`config.mk`:
```
export PLATFORM = sky130hd
export DESIGN_NAME = utf8_stream_decode_check_unit
export DESIGN_NICKNAME = d
export VERILOG_FILES = /design/src/hw/rtl/utf8dc_pkg.sv /design/src/hw/rtl/utf8_stream_decode_check_unit.sv
export SDC_FILE = /design/constraint.sdc
export NUM_CORES = 1
export LEC_CHECK = 0
export ABC_CLOCK_PERIOD_IN_PS = 5000
export BUFFER_PORTS_ARGS = -buffer_cell sky130_fd_sc_hd__buf_2
export CAP_MARGIN = 20
export CORE_ASPECT_RATIO = 0.5
export CORE_UTILIZATION = 35
export DETAILED_ROUTE_END_ITERATION = 8
export SKIP_CTS_REPAIR_TIMING = 1
export SLEW_MARGIN = 20
export SYNTH_ARGS = -nofsm -noshare
export SYNTH_HDL_FRONTEND = slang
export SYNTH_SLANG_ARGS = --single-unit
export TNS_END_PERCENT = 100
```
`constraint.sdc`:
```
create_clock -name clock -period 5 [get_ports clock]
set_clock_uncertainty 0.05 [all_clocks]
set_input_delay 0.5 -clock clock [delete_from_list [all_inputs] [get_ports clock]]
set_output_delay 0.5 -clock clock [all_outputs]
set_load 0.05 [all_outputs]
```
`src/hw/rtl/utf8dc_pkg.sv`:
```
package utf8dc_pkg;

   // Fixed field widths
   localparam int CP_W         = 21;
   localparam int POS_W        = 32;
   localparam int LEN_W        = 3;
   localparam int POS_BITS_DEF = 32;

   // Decode limits
   localparam logic [CP_W-1:0] MIN_CP_2B     = 21'h00080;
   localparam logic [CP_W-1:0] MIN_CP_3B     = 21'h00800;
   localparam logic [CP_W-1:0] MIN_CP_4B     = 21'h10000;
   localparam logic [CP_W-1:0] SURR_LO       = 21'h0D800;
   localparam logic [CP_W-1:0] SURR_HI       = 21'h0DFFF;
   localparam logic [CP_W-1:0] MAX_CP        = 21'h10FFFF;

   // Sequence lengths
   localparam logic [LEN_W-1:0] LEN_NONE = 3'd0;
   localparam logic [LEN_W-1:0] LEN_1B   = 3'd1;
   localparam logic [LEN_W-1:0] LEN_2B   = 3'd2;
   localparam logic [LEN_W-1:0] LEN_3B   = 3'd3;
   localparam logic [LEN_W-1:0] LEN_4B   = 3'd4;

   // Remaining tail bytes expected
   localparam logic [1:0] TAIL_NONE = 2'd0;
   localparam logic [1:0] TAIL_ONE  = 2'd1;
   localparam logic [1:0] TAIL_TWO  = 2'd2;
   localparam logic [1:0] TAIL_THREE = 2'd3;

   typedef enum logic [3:0] {
      KIND_VALID     = 4'd0,
      KIND_OVERLONG  = 4'd1,
      KIND_SURROGATE = 4'd2,
      KIND_RANGE     = 4'd3,
      KIND_LONE_CONT = 4'd4,
      KIND_BAD_START = 4'd5,
      KIND_BAD_CONT  = 4'd6,
      KIND_TRUNC     = 4'd7,
      KIND_END       = 4'd8
   } kind_type;

   typedef struct packed {
      kind_type          kind;
      logic [CP_W-1:0]   cp;
      logic [POS_W-1:0]  pos;
      logic [LEN_W-1:0]  len;
      logic              ok;
   } event_type;

   // Classify a completed multi-byte sequence
   function automatic kind_type classify(input logic [CP_W-1:0] v,
                                         input logic [LEN_W-1:0] len);
      logic [CP_W-1:0] least;
      kind_type        k;
      least = (len == LEN_2B) ? MIN_CP_2B : ((len == LEN_3B) ? MIN_CP_3B : MIN_CP_4B);
      if (v < least) begin
         k = KIND_OVERLONG;
      end else if (v >= SURR_LO && v <= SURR_HI) begin
         k = KIND_SURROGATE;
      end else if (v > MAX_CP) begin
         k = KIND_RANGE;
      end else begin
         k = KIND_VALID;
      end
      return k;
   endfunction

endpackage

```
`src/hw/rtl/utf8_stream_decode_check_unit.sv`:
```
// UTF-8 stream decoder and checker.
// Request channel (req_valid/req_ready): one byte of the stream per request,
// with req_end_of_stream high on the final byte of a stream.
// Result channel (rsp_valid/rsp_ready): zero to three events per byte, in
// order; rsp_run_last marks the last event caused by a byte. Events report
// decoded code points with their class, stray and bad bytes, a truncated
// tail and, for the final byte, an end event carrying the sticky stream_ok.
// Latency: events of a byte appear the cycle after it is accepted.
// Throughput: one byte per cycle while each byte causes at most one event and
// the receiver is ready; a byte causing more events occupies the result register
// while the result side drains one event per cycle from a three-entry event buffer.
// A new byte is taken while the last buffered event is being taken.
// When the receiver stalls, events hold and req_ready stays low until the
// last event of the previous byte is being taken.
// Reset (synchronous) empties the buffer and returns the decoder to the
// start of a stream; the final byte of a stream does the same for decode state.
// Byte positions count per stream and saturate.
module utf8_stream_decode_check_unit #(
   parameter int POS_BITS = utf8dc_pkg::POS_BITS_DEF
) (
   input  logic                           clock,
   input  logic                           reset,
   input  logic                           req_valid,
   output logic                           req_ready,
   input  logic [7:0]                     req_byte_value,
   input  logic                           req_end_of_stream,
   output logic                           rsp_valid,
   input  logic                           rsp_ready,
   output logic [3:0]                     rsp_event_kind,
   output logic [utf8dc_pkg::CP_W-1:0]    rsp_code_point,
   output logic [utf8dc_pkg::POS_W-1:0]   rsp_seq_position,
   output logic [utf8dc_pkg::LEN_W-1:0]   rsp_seq_bytes,
   output logic                           rsp_stream_ok,
   output logic                           rsp_run_last
);
   import utf8dc_pkg::*;

   // Decoder state
   logic [1:0]          phase_ff, phase_in;
   logic [CP_W-1:0]     accum_ff, accum_in;
   logic [POS_W-1:0]    seq_begin_ff, seq_begin_in;
   logic [LEN_W-1:0]    seq_len_ff, seq_len_in;
   logic [POS_BITS-1:0] byte_index_ff, byte_index_in;
   logic                all_valid_ff, all_valid_in;

   // Event buffer
   event_type           ev_ff [3];
   event_type           ev_in [3];
   logic [1:0]          cnt_ff, cnt_in;
   logic [1:0]          rd_ff, rd_in;

   logic                req_fire;
   logic                rsp_fire;
   logic [POS_W-1:0]    cur;
   event_type           head;

   // Saturated position of the current byte
   generate
      if (POS_BITS > POS_W) begin : g_sat
         assign cur = (|byte_index_ff[POS_BITS-1:POS_W]) ? '1 : byte_index_ff[POS_W-1:0];
      end else begin : g_ext
         assign cur = POS_W'(byte_index_ff);
      end
   endgenerate

   // Handshakes
   assign rsp_valid = (rd_ff != cnt_ff);
   assign req_ready = (rd_ff == cnt_ff) || ((rd_ff + 2'd1 == cnt_ff) && rsp_ready);
   assign req_fire  = req_valid && req_ready;
   assign rsp_fire  = rsp_valid && rsp_ready;

   // Decode one byte into next state and its events
   always_comb begin
      logic       intr;
      logic       ok;
      logic [1:0] n;
      kind_type   k;
      logic [CP_W-1:0] acc;

      phase_in      = phase_ff;
      accum_in      = accum_ff;
      seq_begin_in  = seq_begin_ff;
      seq_len_in    = seq_len_ff;
      byte_index_in = byte_index_ff;
      all_valid_in  = all_valid_ff;
      for (int i = 0; i < 3; i++) begin
         ev_in[i] = '0;
      end
      n   = 2'd0;
      ok  = all_valid_ff;
      k   = KIND_VALID;
      acc = {accum_ff[CP_W-7:0], req_byte_value[5:0]};

      // Interrupted tail: report and restart at this byte
      intr = (phase_ff != TAIL_NONE) && (req_byte_value[7:6] != 2'b10);
      if (intr) begin
         ok = 1'b0;
         ev_in[n] = '{KIND_BAD_CONT, CP_W'(req_byte_value), cur, LEN_1B, 1'b0};
         n = n + 2'd1;
         phase_in = TAIL_NONE;
      end

      if (phase_ff == TAIL_NONE || intr) begin
         // Lead byte
         if (req_byte_value < 8'h80) begin
            ev_in[n] = '{KIND_VALID, CP_W'(req_byte_value), cur, LEN_1B, ok};
            n = n + 2'd1;
         end else if (req_byte_value < 8'hC0) begin
            ok = 1'b0;
            ev_in[n] = '{KIND_LONE_CONT, CP_W'(req_byte_value), cur, LEN_1B, 1'b0};
            n = n + 2'd1;
         end else if (req_byte_value < 8'hF8) begin
            if (req_byte_value < 8'hE0) begin
               accum_in   = CP_W'(req_byte_value[4:0]);
               phase_in   = TAIL_ONE;
               seq_len_in = LEN_2B;
            end else if (req_byte_value < 8'hF0) begin
               accum_in   = CP_W'(req_byte_value[3:0]);
               phase_in   = TAIL_TWO;
               seq_len_in = LEN_3B;
            end else begin
               accum_in   = CP_W'(req_byte_value[2:0]);
               phase_in   = TAIL_THREE;
               seq_len_in = LEN_4B;
            end
            seq_begin_in = cur;
         end else begin
            ok = 1'b0;
            ev_in[n] = '{KIND_BAD_START, CP_W'(req_byte_value), cur, LEN_1B, 1'b0};
            n = n + 2'd1;
         end
      end else begin
         // Continuation byte
         accum_in = acc;
         phase_in = phase_ff - 2'd1;
         if (phase_ff == TAIL_ONE) begin
            k = classify(acc, seq_len_ff);
            if (k != KIND_VALID) begin
               ok = 1'b0;
            end
            ev_in[n] = '{k, acc, seq_begin_ff, seq_len_ff, ok};
            n = n + 2'd1;
         end
      end

      if (req_end_of_stream) begin
         if (phase_in != TAIL_NONE) begin
            ok = 1'b0;
            ev_in[n] = '{KIND_TRUNC, '0, seq_begin_in, seq_len_in, 1'b0};
            n = n + 2'd1;
         end
         ev_in[n] = '{KIND_END, '0, cur, LEN_NONE, ok};
         n = n + 2'd1;
         phase_in      = TAIL_NONE;
         accum_in      = '0;
         seq_begin_in  = '0;
         seq_len_in    = LEN_NONE;
         byte_index_in = '0;
         all_valid_in  = 1'b1;
      end else begin
         all_valid_in = ok;
         if (byte_index_ff != '1) begin
            byte_index_in = byte_index_ff + POS_BITS'(1);
         end
      end

      cnt_in = n;
   end

   // Buffer read pointer
   always_comb begin
      rd_in = rd_ff;
      if (rsp_fire) begin
         rd_in = rd_ff + 2'd1;
      end
   end

   // Control registers
   always_ff @(posedge clock) begin
      if (reset) begin
         phase_ff      <= TAIL_NONE;
         accum_ff      <= '0;
         seq_begin_ff  <= '0;
         seq_len_ff    <= LEN_NONE;
         byte_index_ff <= '0;
         all_valid_ff  <= 1'b1;
         cnt_ff        <= 2'd0;
         rd_ff         <= 2'd0;
      end else if (req_fire) begin
         phase_ff      <= phase_in;
         accum_ff      <= accum_in;
         seq_begin_ff  <= seq_begin_in;
         seq_len_ff    <= seq_len_in;
         byte_index_ff <= byte_index_in;
         all_valid_ff  <= all_valid_in;
         cnt_ff        <= cnt_in;
         rd_ff         <= 2'd0;
      end else begin
         rd_ff <= rd_in;
      end
   end

   // Event payload
   always_ff @(posedge clock) begin
      if (req_fire) begin
         for (int i = 0; i < 3; i++) begin
            ev_ff[i] <= ev_in[i];
         end
      end
   end

   // Result outputs
   assign head             = ev_ff[rd_ff];
   assign rsp_event_kind   = head.kind;
   assign rsp_code_point   = head.cp;
   assign rsp_seq_position = head.pos;
   assign rsp_seq_bytes    = head.len;
   assign rsp_stream_ok    = head.ok;
   assign rsp_run_last     = (rd_ff + 2'd1 == cnt_ff);

   // Checks
   a_rd_bound: assert property (@(posedge clock) disable iff (reset)
      rd_ff <= cnt_ff)
      else $error("read pointer passed event count");

   a_end_last: assert property (@(posedge clock) disable iff (reset)
      rsp_valid && rsp_event_kind == KIND_END |-> rsp_run_last)
      else $error("end event not last of its byte");

   a_err_ok: assert property (@(posedge clock) disable iff (reset)
      rsp_valid && (rsp_event_kind == KIND_LONE_CONT || rsp_event_kind == KIND_BAD_START
         || rsp_event_kind == KIND_BAD_CONT || rsp_event_kind == KIND_TRUNC)
      |-> !rsp_stream_ok)
      else $error("error event with stream_ok set");

   a_eos_clear: assert property (@(posedge clock) disable iff (reset)
      req_fire && req_end_of_stream |=> phase_ff == TAIL_NONE && byte_index_ff == '0
         && all_valid_ff)
      else $error("decoder not cleared after final byte");

endmodule
```
==> summary.md <==
| Metric | Value |
|---|---|
| Mux cell area share after synthesis | 0.0752 |
| Worst-Skew Late Latency | 0.55 ns |
| CTS tree | yes |
| DRT Wirelength | between 30,000 and 40,000 um |
| Switching portion of total power | 0.308 |
| Starting Density | 0.356 |
| M1 WL | 14,600 um |
| Finished Layout Cells | 1,714 |
| Total I/O pin count | 77 |
| ANT cells | 0 |
| Most used DFF post-synth | edfxtp_1 |
| Number of antenna violations at the first check in global routing | 0 |
| Largest net degree at the start of global routing | 100 |
| Cell Area, Synth | between 10,000 and 15,000 sq um |
| WL met3 | 1640 um |
| Synth Area in Adders | 0.0153 |
| Post-Synth XOR/XNOR Area | 0.0199 |
| Mapped Avg Cell Area | 10.4 sq um |
| Placer Congestion | approximately 0.83 |
| Global route overflow | 0 |
| Status | complete, no violations |
| Crit path DAT | 4.55 ns |
| Synth top area share | 0.391 |
| Cell Pwr Density | 376 nW/um^2 |
| CTS HTree Levels | 1 |
| Logic pwr share | 0.176 |
| NumNets Final | 1,248 |
| Die width | roughly 270 um |
| Synth cell types | 70 |
| RSZ-0062 raised after global routing | no |
| Vias in the first global route | 8,792 |
| Setup violators final | 0 |
| Crit-path max FO | 31 |
| Inst Count DP | 1,668 |
| Worst setup margin | 0.696 ns |
| Psw | approximately 1.6 mW |
| Hold Fails Final Rpt | 0 |
| Global-route wire length before repair | around 50,000 um |
| Row count | between 40 and 50 |
| Max-cap violations | 0 |
| Main combinational cell family by area after synthesis | simple AND/OR/NAND/NOR gates |
| Sequential area share after synthesis | 0.540 |
| Most area-hungry cell type in the Yosys netlist | edfxtp_1 |
| Top layer in use | met4 |
| Via Count | 9,224 |
| Setup crit end kind | flop |
| Post-route ant nets | 0 |
| Iteration-0 DRC count of the detailed router | 699 |
| Synth Register Bits | 251 |
| Worst rel slew slack | 0.319 |
| Final Core Density | 0.402 |
| Clock-pin slew on the worst setup and hold paths | 0.06 ns |
| Fin. max-slew vios | 0 |
| Post-synth top cells | edfxtp_1 (160), nor2_1 (128), nand2_1 (122) |
| Crit path kind | flop to flop |
| Die area | 35,900 sq um |
| Clock tree buffer depth | 3 |
| Final period utilization | 0.861 |
| Dpl hpwl | 19,700 um |
| Fin crit period | 4.30 ns |
| Num CTS Buffers | 25 |
| Reg power frac | 0.471 |
| Clock Tree Root | clkbuf_16 |
| Cell count after synthesis | about 1,200 |
| Simple-gate share of the synthesized area | 0.156 |
| Share of total power in the clock network | 0.353 |
| Die Height | 134 um |
| Top post-synthesis cells by area | edfxtp_1 (39%), dfxtp_1 (15%), mux2i_1 (7.3%) |
| DRC errors left | 0 |
| DRT Pass-1 Iters | 5 |
| Clk sinks | approximately 250 |
| Actual slew at the worst max-slew pin | 1.01 ns |
| P_int | around 3.6 mW |
| Worst hold-check path type | input pin to flop |
| P_leak | 4.96 nW |
| Detail-routed net length per standard cell | 18.8 um |
| Global Route Usage Sum | 0.177 |
| Ys async rst share | 0 |
| Compound-cell area share of the yosys netlist | 0.149 |
| WHS | 0.198 ns |
| Top-count cell post-synth | edfxtp_1 |
| Peak supply drop | 0.000248 V |
| TNS Setup | 0 ns |
| CP Data Required Time | 5.25 ns |
| Syn-to-layout area delta | 12.9% |
| Layout cells sized above 1 | 0.126 |
| Pre-CTS setup slack | 0.529 ns |
| EDFF count, synth | 160 |
| Core box area | 34,500 sq um |
| Post-DR vias/cell | 5.38 |
| Ys Warns | 0 |
| F_max | 232 MHz |
| CP Launch Type | flop |
| Port Buf Inserts | 76 |
| # fillers | between 3,000 and 4,000 |
| Wire length on met2 | 15,200 um |
## kinds of logic after synthesis
family,after synthesis
other,1
buffers and inverters,127
adder cells (fa/ha/maj),15
XOR/XNOR,27
multiplexers,92
AO/OA/AOI/OAI,267
flip-flops,251
AND/OR/NAND/NOR,400
## metal layers
| metal | track usage | vias up |
|---|---|---|
| li1 | - | 4401 |
| met1 | 0.238 | 4534 |
| met2 | 0.297 | 237 |
| met3 | 0.0275 | 52 |
| met4 | 0.0489 | 0 |
| met5 | 0 | - |
## cells in the final DEF, fill, tap and decap left out, types with 7 or more instances in the layout
master	instances
edfxtp_1	160
nor2_1	126
nand2_1	122
o21ai_0	91
mux2i_1	90
dfxtp_1	89
buf_2	76
a21oi_1	36
a221o_1	31
o2bb2ai_1	29
inv_1	27
a22o_1	27
nand4_1	26
clkbuf_16	25
and2_1	24
nand3_1	22
xor2_1	20
buf_4	19
and3_1	15
ha_1	15
o22ai_1	14
conb_1	13
clkbuf_1	11
nor3_1	10
nor2b_1	7
nor4_1	7
## critical path, stage by stage, from the launching register on
cell and delay [ns]:
dfxtp_1 0.34, inv_1 0.08, ha_1 0.19, clkinv_1 0.11
nand2_1 0.24, inv_1 0.15, ha_1 0.31, o21ai_0 0.17
nand2_1 0.06, o21ai_0 0.23, inv_1 0.15, ha_1 0.31
nand2_1 0.04, o21ai_0 0.19, ha_1 0.27, o21ai_0 0.14
nor2_1 0.28, nor2_4 0.05, buf_4 0.26, a221o_1 0.40
## cell type report
| class | count | area [sq um] | area share |
|---|---|---|---|
| clock buffer | 38 | 694 | 0.0501 |
| clock inverter | 8 | 80.1 | 0.00577 |
| inverter | 30 | 118 | 0.00848 |
| multi-input combinational | 814 | 5170 | 0.372 |
| sequential | 251 | 6630 | 0.478 |
| tap | 475 | 594 | 0.0429 |
| timing repair buffer | 98 | 583 | 0.0420 |
## final timing paths
kind,start,endpoint,slack [ns],cells after the start
setup / recovery,phase_ff[0],ev_ff[0][12],0.70,19
hold reg to reg,accum_ff[9],accum_ff[9],0.43,2
hold / removal,rsp_ready,flop,0.20,2
setup reg to reg,phase_ff[0],ev_ff[0][12],0.70,19
## per-stage QoR
stage / power (mW) / cell area [sq um]
3_3_place_gp: 3.41 / 13100
5_1_grt: 5.40 / 13900
4_1_cts: 5.25 / 13900
3_5_place_dp: 3.42 / 13100
6_report: 5.21 / 13900
2_1_floorplan: 3.15 / 12300
## power by group through the flow
stage / combinational [mW] / clock, mW / sequential, mW
final: 0.918 / 1.84 / 2.45
after floorplan: 0.686 / 0 / 2.47
after global routing: 0.973 / 1.96 / 2.47
after CTS: 0.922 / 1.87 / 2.45
after detailed placement: 0.920 / 0 / 2.50
after global placement: 0.912 / 0 / 2.49
## state kept, by name (all words and copies together), names as in the netlist, named ones only
name           cells
accum_ff          15
byte_index_ff     32
phase_ff           2
seq_begin_ff      32
rd_ff              2
seq_len_ff         3
ev_ff            160
cnt_ff             2
all_valid_ff       1
Note: power is estimated with default switching activity, not from simulation.
